[src/hdl/b64e_pkg.sv]
`timescale 1ns / 1ps

package b64e_pkg;

    // Configuration port geometry
    localparam int CFG_ADDR_W = 3;
    localparam int CFG_DATA_W = 32;

    // Register indexes (byte address divided by four)
    localparam logic REG_PAD_CHAR = 1'b0;

    localparam logic [7:0] PAD_CHAR_RESET = 8'd61;

    // Default depth of the group queue between front and back
    localparam int QUEUE_DEPTH_DEF = 2;

    // How a group of three byte slots ends
    typedef enum logic [1:0] {
        GRP_FULL,
        GRP_PAD1,
        GRP_PAD2
    } grp_kind_t;

    // One group handed from the front to the back
    typedef struct packed {
        logic [7:0] b0;
        logic [7:0] b1;
        logic [7:0] b2;
        grp_kind_t  kind;
        logic       last;
    } group_t;

    // Encoding alphabet
    localparam logic [7:0] ALPHABET [64] = '{
        "a", "b", "z", "0", "1", "2", "D", "V", "o", "p", "9", "+", "/", "A", "B", "t",
        "u", "v", "E", "F", "4", "5", "6", "7", "8", "O", "c", "d", "e", "f", "g", "h",
        "3", "m", "n", "T", "U", "w", "x", "y", "P", "Q", "R", "S", "C", "i", "j", "k",
        "l", "G", "H", "I", "J", "K", "L", "M", "N", "q", "r", "s", "W", "X", "Y", "Z"
    };

    function automatic logic [7:0] b64e_char(input logic [5:0] sextet);
        return ALPHABET[sextet];
    endfunction

endpackage

[src/hdl/b64e_ifs.sv]
`timescale 1ns / 1ps

// Byte channel: one message byte per transfer
interface b64e_byte_if;
    logic       valid;
    logic       ready;
    logic [7:0] data_byte;
    logic       last_byte;

    modport source (output valid, output data_byte, output last_byte, input ready);
    modport sink   (input valid, input data_byte, input last_byte, output ready);
endinterface

// Character channel: one encoded character per transfer
interface b64e_char_if;
    logic       valid;
    logic       ready;
    logic [7:0] out_char;
    logic       last_char;

    modport source (output valid, output out_char, output last_char, input ready);
    modport sink   (input valid, input out_char, input last_char, output ready);
endinterface

[src/hdl/b64e_front.sv]
`timescale 1ns / 1ps

module b64e_front
    import b64e_pkg::*;
(
    input  logic             clk,
    input  logic             rst_n,
    b64e_byte_if.sink        byte_in,
    output logic             push_valid,
    input  logic             push_ready,
    output group_t           push_group
);

    logic [7:0] held_reg [2];
    logic [1:0] count_reg;
    logic [1:0] count_next;
    logic       accept;
    logic       emit;

    // Take a byte only when a group could be queued
    assign byte_in.ready = push_ready;
    assign accept        = byte_in.valid && push_ready;
    assign emit          = (count_reg == 2'd2) || byte_in.last_byte;
    assign push_valid    = byte_in.valid && emit;

    // Form the group from held bytes and the incoming byte
    always_comb
    begin
        push_group.last = byte_in.last_byte;
        case (count_reg)
            2'd0:
            begin
                push_group.b0   = byte_in.data_byte;
                push_group.b1   = 8'd0;
                push_group.b2   = 8'd0;
                push_group.kind = GRP_PAD2;
            end
            2'd1:
            begin
                push_group.b0   = held_reg[0];
                push_group.b1   = byte_in.data_byte;
                push_group.b2   = 8'd0;
                push_group.kind = GRP_PAD1;
            end
            default:
            begin
                push_group.b0   = held_reg[0];
                push_group.b1   = held_reg[1];
                push_group.b2   = byte_in.data_byte;
                push_group.kind = GRP_FULL;
            end
        endcase
    end

    // Advance the fill count, drop it when a group leaves
    always_comb
    begin
        count_next = count_reg;
        if (accept)
        begin
            if (emit)
                count_next = 2'd0;
            else
                count_next = count_reg + 2'd1;
        end
    end

    always_ff @(posedge clk or negedge rst_n)
    begin
        if (!rst_n)
            count_reg <= 2'd0;
        else
            count_reg <= count_next;
    end

    // Hold pending bytes
    always_ff @(posedge clk)
    begin
        if (accept && !emit)
            held_reg[count_reg[0]] <= byte_in.data_byte;
    end

endmodule

[src/hdl/b64e_queue.sv]
`timescale 1ns / 1ps

module b64e_queue
    import b64e_pkg::*;
#(
    parameter int DEPTH = QUEUE_DEPTH_DEF
)
(
    input  logic   clk,
    input  logic   rst_n,
    input  logic   push_valid,
    output logic   push_ready,
    input  group_t push_data,
    output logic   pop_valid,
    input  logic   pop_ready,
    output group_t pop_data
);

    localparam int PTR_W = (DEPTH > 1) ? $clog2(DEPTH) : 1;
    localparam int CNT_W = $clog2(DEPTH + 1);

    group_t             mem_reg [DEPTH];
    logic [PTR_W-1:0]   wr_ptr_reg;
    logic [PTR_W-1:0]   wr_ptr_next;
    logic [PTR_W-1:0]   rd_ptr_reg;
    logic [PTR_W-1:0]   rd_ptr_next;
    logic [CNT_W-1:0]   count_reg;
    logic [CNT_W-1:0]   count_next;
    logic               do_push;
    logic               do_pop;

    assign push_ready = (count_reg != CNT_W'(DEPTH));
    assign pop_valid  = (count_reg != '0);
    assign pop_data   = mem_reg[rd_ptr_reg];
    assign do_push    = push_valid && push_ready;
    assign do_pop     = pop_valid && pop_ready;

    // Advance pointers with wrap at the queue depth
    always_comb
    begin
        wr_ptr_next = wr_ptr_reg;
        rd_ptr_next = rd_ptr_reg;
        count_next  = count_reg;
        if (do_push)
            wr_ptr_next = (wr_ptr_reg == PTR_W'(DEPTH - 1)) ? '0 : wr_ptr_reg + 1'b1;
        if (do_pop)
            rd_ptr_next = (rd_ptr_reg == PTR_W'(DEPTH - 1)) ? '0 : rd_ptr_reg + 1'b1;
        if (do_push && !do_pop)
            count_next = count_reg + 1'b1;
        else if (do_pop && !do_push)
            count_next = count_reg - 1'b1;
    end

    always_ff @(posedge clk or negedge rst_n)
    begin
        if (!rst_n)
        begin
            wr_ptr_reg <= '0;
            rd_ptr_reg <= '0;
            count_reg  <= '0;
        end
        else
        begin
            wr_ptr_reg <= wr_ptr_next;
            rd_ptr_reg <= rd_ptr_next;
            count_reg  <= count_next;
        end
    end

    // Store queued groups
    always_ff @(posedge clk)
    begin
        if (do_push)
            mem_reg[wr_ptr_reg] <= push_data;
    end

endmodule

[src/hdl/b64e_back.sv]
`timescale 1ns / 1ps

module b64e_back
    import b64e_pkg::*;
(
    input  logic        clk,
    input  logic        rst_n,
    input  logic        pop_valid,
    output logic        pop_ready,
    input  group_t      pop_data,
    input  logic [7:0]  pad_char,
    b64e_char_if.source char_out
);

    logic        have_reg;
    logic        have_next;
    group_t      grp_reg;
    logic [1:0]  idx_reg;
    logic [1:0]  idx_next;
    logic        ov_reg;
    logic        ov_next;
    logic [7:0]  oc_reg;
    logic        ol_reg;
    logic        load;
    logic        do_pop;
    logic [5:0]  sextet;
    logic        is_pad;
    logic [7:0]  char_val;
    logic        char_last;

    assign load      = have_reg && (!ov_reg || char_out.ready);
    assign pop_ready = !have_reg || (load && (idx_reg == 2'd3));
    assign do_pop    = pop_valid && pop_ready;

    // Pick the six-bit slice for the current position
    always_comb
    begin
        case (idx_reg)
            2'd0:    sextet = grp_reg.b0[7:2];
            2'd1:    sextet = {grp_reg.b0[1:0], grp_reg.b1[7:4]};
            2'd2:    sextet = {grp_reg.b1[3:0], grp_reg.b2[7:6]};
            default: sextet = grp_reg.b2[5:0];
        endcase
    end

    // Substitute the pad character at unused positions
    assign is_pad    = ((grp_reg.kind == GRP_PAD2) && idx_reg[1])
                    || ((grp_reg.kind == GRP_PAD1) && (idx_reg == 2'd3));
    assign char_val  = is_pad ? pad_char : b64e_char(sextet);
    assign char_last = (idx_reg == 2'd3) && ((grp_reg.kind != GRP_FULL) || grp_reg.last);

    // Step through the four positions of the held group
    always_comb
    begin
        have_next = have_reg;
        idx_next  = idx_reg;
        ov_next   = ov_reg;
        if (load)
        begin
            idx_next = idx_reg + 2'd1;
            ov_next  = 1'b1;
            if (idx_reg == 2'd3)
                have_next = 1'b0;
        end
        else if (char_out.ready)
        begin
            ov_next = 1'b0;
        end
        if (do_pop)
        begin
            have_next = 1'b1;
            idx_next  = 2'd0;
        end
    end

    always_ff @(posedge clk or negedge rst_n)
    begin
        if (!rst_n)
        begin
            have_reg <= 1'b0;
            idx_reg  <= 2'd0;
            ov_reg   <= 1'b0;
        end
        else
        begin
            have_reg <= have_next;
            idx_reg  <= idx_next;
            ov_reg   <= ov_next;
        end
    end

    // Hold the group and the output character
    always_ff @(posedge clk)
    begin
        if (do_pop)
            grp_reg <= pop_data;
        if (load)
        begin
            oc_reg <= char_val;
            ol_reg <= char_last;
        end
    end

    assign char_out.valid     = ov_reg;
    assign char_out.out_char  = oc_reg;
    assign char_out.last_char = ol_reg;

endmodule

[src/hdl/base64_custom_alphabet_encoder.sv]
`timescale 1ns / 1ps
// A closed group passes the group queue, then the group register, then the output register.
// Throughput: one character per cycle from the back end while char_out is ready,
// four per group; the output register is the limit.
// The group queue lets the front take bytes while the back drains earlier groups.
// Reset (rst_n low, asynchronous): queue, group state and output valid cleared, pad_char = 61.

module base64_custom_alphabet_encoder
    import b64e_pkg::*;
#(
    parameter int QUEUE_DEPTH = QUEUE_DEPTH_DEF
)
(
    input  logic                  clk,
    input  logic                  rst_n,
    b64e_byte_if.sink             byte_in,
    b64e_char_if.source           char_out,
    input  logic                  psel,
    input  logic                  penable,
    input  logic                  pwrite,
    input  logic [CFG_ADDR_W-1:0] paddr,
    input  logic [CFG_DATA_W-1:0] pwdata,
    output logic [CFG_DATA_W-1:0] prdata,
    output logic                  pready
);

    logic [7:0] pad_char_reg;
    logic       cfg_write;
    logic       push_valid;
    logic       push_ready;
    group_t     push_group;
    logic       pop_valid;
    logic       pop_ready;
    group_t     pop_group;

    // Register access
    assign pready    = 1'b1;
    assign cfg_write = psel && penable && pwrite && pready;

    always_ff @(posedge clk or negedge rst_n)
    begin
        if (!rst_n)
            pad_char_reg <= PAD_CHAR_RESET;
        else if (cfg_write && (paddr[2] == REG_PAD_CHAR))
            pad_char_reg <= pwdata[7:0];
    end

    always_comb
    begin
        case (paddr[2])
            REG_PAD_CHAR: prdata = {{(CFG_DATA_W-8){1'b0}}, pad_char_reg};
            default:      prdata = '0;
        endcase
    end

    b64e_front u_front (
        .clk        (clk),
        .rst_n      (rst_n),
        .byte_in    (byte_in),
        .push_valid (push_valid),
        .push_ready (push_ready),
        .push_group (push_group)
    );

    b64e_queue #(
        .DEPTH (QUEUE_DEPTH)
    ) u_queue (
        .clk        (clk),
        .rst_n      (rst_n),
        .push_valid (push_valid),
        .push_ready (push_ready),
        .push_data  (push_group),
        .pop_valid  (pop_valid),
        .pop_ready  (pop_ready),
        .pop_data   (pop_group)
    );

    b64e_back u_back (
        .clk       (clk),
        .rst_n     (rst_n),
        .pop_valid (pop_valid),
        .pop_ready (pop_ready),
        .pop_data  (pop_group),
        .pad_char  (pad_char_reg),
        .char_out  (char_out)
    );

endmodule

[src/flat_wrapper.sv]
// flat-port wrapper written by rule: the top's interface ports become plain ports
module base64_custom_alphabet_encoder_flat import b64e_pkg::*;
#(
    parameter int QUEUE_DEPTH = QUEUE_DEPTH_DEF
)
  (clk, rst_n, psel, penable, pwrite, paddr, pwdata, prdata, pready, byte_in_valid, byte_in_data_byte, byte_in_last_byte, byte_in_ready, char_out_valid, char_out_out_char, char_out_last_char, char_out_ready);
  b64e_byte_if byte_in_i ();
  b64e_char_if char_out_i ();
  input  logic clk;
  input  logic rst_n;
  input  logic psel;
  input  logic penable;
  input  logic pwrite;
  input  logic [CFG_ADDR_W-1:0] paddr;
  input  logic [CFG_DATA_W-1:0] pwdata;
  output logic [CFG_DATA_W-1:0] prdata;
  output logic pready;
  input wire logic [$bits(byte_in_i.valid)-1:0] byte_in_valid;
  input wire logic [$bits(byte_in_i.data_byte)-1:0] byte_in_data_byte;
  input wire logic [$bits(byte_in_i.last_byte)-1:0] byte_in_last_byte;
  output wire logic [$bits(byte_in_i.ready)-1:0] byte_in_ready;
  output wire logic [$bits(char_out_i.valid)-1:0] char_out_valid;
  output wire logic [$bits(char_out_i.out_char)-1:0] char_out_out_char;
  output wire logic [$bits(char_out_i.last_char)-1:0] char_out_last_char;
  input wire logic [$bits(char_out_i.ready)-1:0] char_out_ready;
  assign byte_in_i.valid = byte_in_valid;
  assign byte_in_i.data_byte = byte_in_data_byte;
  assign byte_in_i.last_byte = byte_in_last_byte;
  assign byte_in_ready = byte_in_i.ready;
  assign char_out_valid = char_out_i.valid;
  assign char_out_out_char = char_out_i.out_char;
  assign char_out_last_char = char_out_i.last_char;
  assign char_out_i.ready = char_out_ready;
  base64_custom_alphabet_encoder #(.QUEUE_DEPTH(QUEUE_DEPTH)) u_core (.clk(clk), .rst_n(rst_n), .byte_in(byte_in_i), .char_out(char_out_i), .psel(psel), .penable(penable), .pwrite(pwrite), .paddr(paddr), .pwdata(pwdata), .prdata(prdata), .pready(pready));
endmodule
[config.mk]
export PLATFORM = sky130hd
export DESIGN_NAME = base64_custom_alphabet_encoder_flat
export DESIGN_NICKNAME = d
export VERILOG_FILES = /design/src/hdl/b64e_pkg.sv /design/src/hdl/b64e_ifs.sv /design/src/hdl/b64e_front.sv /design/src/hdl/b64e_queue.sv /design/src/hdl/b64e_back.sv /design/src/hdl/base64_custom_alphabet_encoder.sv /design/src/flat_wrapper.sv
export SDC_FILE = /design/constraint.sdc
export NUM_CORES = 1
export LEC_CHECK = 0
export BUFFER_PORTS_ARGS = -buffer_cell sky130_fd_sc_hd__clkbuf_2
export CAP_MARGIN = 20
export CELL_PAD_IN_SITES_DETAIL_PLACEMENT = 1
export CELL_PAD_IN_SITES_GLOBAL_PLACEMENT = 1
export CORE_ASPECT_RATIO = 0.6
export CORE_MARGIN = 4
export CORE_UTILIZATION = 30
export DETAILED_ROUTE_END_ITERATION = 10
export PLACE_DENSITY_LB_ADDON = 0.3
export RECOVER_POWER = 25
export SYNTH_ARGS = -nofsm -noshare
export SYNTH_HDL_FRONTEND = slang
export SYNTH_SLANG_ARGS = --single-unit
[constraint.sdc]
create_clock -name clk -period 6.35 [get_ports clk]
set_input_delay 0.635 -clock clk [delete_from_list [all_inputs] [get_ports clk]]
set_output_delay 0.635 -clock clk [all_outputs]
set_load 0.02 [all_outputs]
==> reports/results.ini <==
[synth]
async_flop_share_pct = 14.52
synthFlopType = edfxtp_1
yosysTopAreaCell = edfxtp_1
synthTopCellsByCount = edfxtp_1, mux2_2, buf_4
synth_most_common_cell = edfxtp_1
synth_top_area_share_pct = 54.67
synth-seq-cells = 124
synth_area_mm2 = 0.005822
yosys-top-cells-area = edfxtp_1, mux2_2, dfrtp_1
yosys.cell_types.count = 53
yosys_warnings = 0
avgSynthCellArea_um2 = 13.89
yosysSeqAreaShare_pct = 62.52
syn_inst = 419
synth_edf_count = 106

[global_route]
grt_pass1_wl_mm = 21.23
track_usage_pct = 12.66
gr-total-overflow = 0
grt_max_degree = 32
grt_pass1_vias = 3684
antenna_found_initial = 0

[placement]
globalplace.congestion = 0.8379
preCtsSetupSlack_ps = 3030
port_buffers = 43
dp_hpwl_mm = 9.101
place_area_mm2 = 0.006225

[setup_path]
reg2reg_from = u_core.u_back.idx_reg[0]
worst_path_max_delay_cell = mux2_1
timing.rr.end = u_core.u_back.char_out.out_char[0]
critical_path.top_delay_family = compound AO/OA/AOI/OAI gates
reg2regPathDepth = 8
max_stage_delay_ps = 820
crit_buf_inv = 1
worstSetupEndpoint = u_core.u_back.char_out.out_char[0]
crit_path_start_kind = register
worstPathMaxFanout = 28
critPathKind = register to register
cp-startpoint = u_core.u_back.idx_reg[0]
cp.required_ps = 6500
crit_arrival_ps = 3500
cp.depth = 8
cp_cell_sequence = inv_1 > ha_1 > a222oi_1 > mux2_1 > a21oi_1 > a221oi_1 > a211oi_1 > a221o_1
end_kind = register
regToRegSetupSlack_ps = 3000

[clock_network]
cts_buffers = 17
post_cts_buffers = 0
cts_buffer_depth = 2
ctsHoldBuffers = 0
cts_resized = 0
htreeDepth = 4
clk_pin_slew_ps = 60
root_buffer = clkbuf_16
tritoncts = done
clkSinkCount = 124
insertion_delay_ps = 410

[detailed_routing]
wirelength_mm = 13.42
viasPerCell = 4.918
first_iter_violations = 265
wire_per_inst_um = 18.35
drc = 0
dr_total_vias = 3595
drt_first_pass_iters = 4
antenna_left = 0

[layout]
drive_gt1_share_pct = 25.36
area_delta_synth_final_pct = 17.34
fin_area_mm2 = 0.006832
utilization_pct = 35.90
fill_cells = 2010
largest_reg_flops = 54
n_antenna_cell = 0
nets = 540

[run_status]
violations = max-capacitance violations, max-slew violations
status = complete, but fails checks

[timing]
setup-violations-final = 0
max-slew-margin-rel_pct = -14.60
worstMarginPinSlew_ps = 1719
final.setup_skew_ps = 9.929
rsz0062_at_grt = no
slew_violations = 29
whs_ps = 425.6
setup_slack_ps = 2997
layout_min_cycle_time_ps = 3353
period_share_pct = 52.81
final.setup.tns_ps = 0
finalHoldViolations = 0
fmax_ghz = 0.2982

[die]
die-area_mm2 = 0.02177
die_w_um = 187.8
die_y_um = 115.9
rows = 39
ioPinCount = 95
start_util_pct = 30.59
fp.coreArea_mm2 = 0.01903

[power_and_ir_drop]
leakagePower_nw = 2.532
power_density_mw_per_mm2 = 586.3
vdd_drop_max_uv = 246.9

[min_path]
hp-class = primary input to async pin

[flow_run]
drv_cap = 1

## metal layers
metal	vias up	part of all wire, %	GRT usage (%)	wire length, um
li1	1649	-	-	-
met1	1836	52	18.48	6931
met2	100	43	18.73	5786
met3	10	4.6	3.522	611
met4	0	0.65	3.177	87
met5	-	0	0	0
## worst min-delay path by stage
stage / startpoint / endpoint / cells past startpoint
4_1_cts: rst_n / u_core.pad_char_reg[7] / 1
3_3_place_gp: u_core.u_queue.count_reg[1] / u_core.u_queue.count_reg[1] / 1
5_1_grt: pwdata[1] / u_core.pad_char_reg[1] / 2
6_report: rst_n / u_core.pad_char_reg[7] / 1
2_1_floorplan: rst_n / u_core.pad_char_reg[1] / 0
3_5_place_dp: u_core.u_queue.wr_ptr_reg / u_core.u_queue.wr_ptr_reg / 1
## final cells by class
type / instances / area [um^2] / area share [%]
clock buffer: 18 / 429.2 / 6.282
clock inverter: 14 / 182.7 / 2.674
inverter: 17 / 63.81 / 0.9341
multi-input combinational: 259 / 1931 / 28.26
sequential: 124 / 3640 / 53.28
tap: 246 / 307.8 / 4.505
timing repair buffer: 53 / 277.8 / 4.066
## power by group
part | total [W] | switching, W | leakage [nW] | internal, W
Combinational | 0.00171 | 0.00109 | 1.05 | 0.000621
Clock | 0.00102 | 0.000390 | 0.302 | 0.000629
Sequential | 0.00128 | 0.0000751 | 1.18 | 0.00120
## kinds of logic after synthesis
group	share of synthesized area, %
adders and majority gates	3.653
AOI/OAI and AO/OA	10.53
other	0.1290
and+or+nand+nor	7.006
buffers and inverters	5.953
DFF	62.52
muxes	8.726
xor gates and xnor gates	1.483
## metrics by stage
step | cells | power, W
detailed placement | 698 | 0.002984
floorplan | 442 | 0.002524
global route | 731 | 0.004261
CTS | 730 | 0.004023
finish | 731 | 0.004006
global placement | 698 | 0.002934
## cell usage in the layout (no fill, tap or decap), types with 3 or more instances in the layout
master and instances:
edfxtp_1 106, mux2_2 38, clkbuf_2 33, conb_1 25, nand2_1 20, inv_1 17, nor2_1 17, a22o_1 17
ha_1 17, clkbuf_16 17, dfrtp_1 13, clkbuf_1 12, o21ai_0 9, and2_1 9, a21oi_1 8, nor2b_1 8
buf_4 8, nor3_1 7, a222oi_1 6, o21ai_1 6, nand3_1 5, inv_6 5, dfstp_2 5, a211oi_1 4
a31oi_1 4, o221ai_1 4, nand2b_1 4, xnor2_1 4, xor2_1 4, mux2i_1 3, o311ai_1 3, nor4_1 3
bufinv_16 3
(Power assumes the default switching activity.)
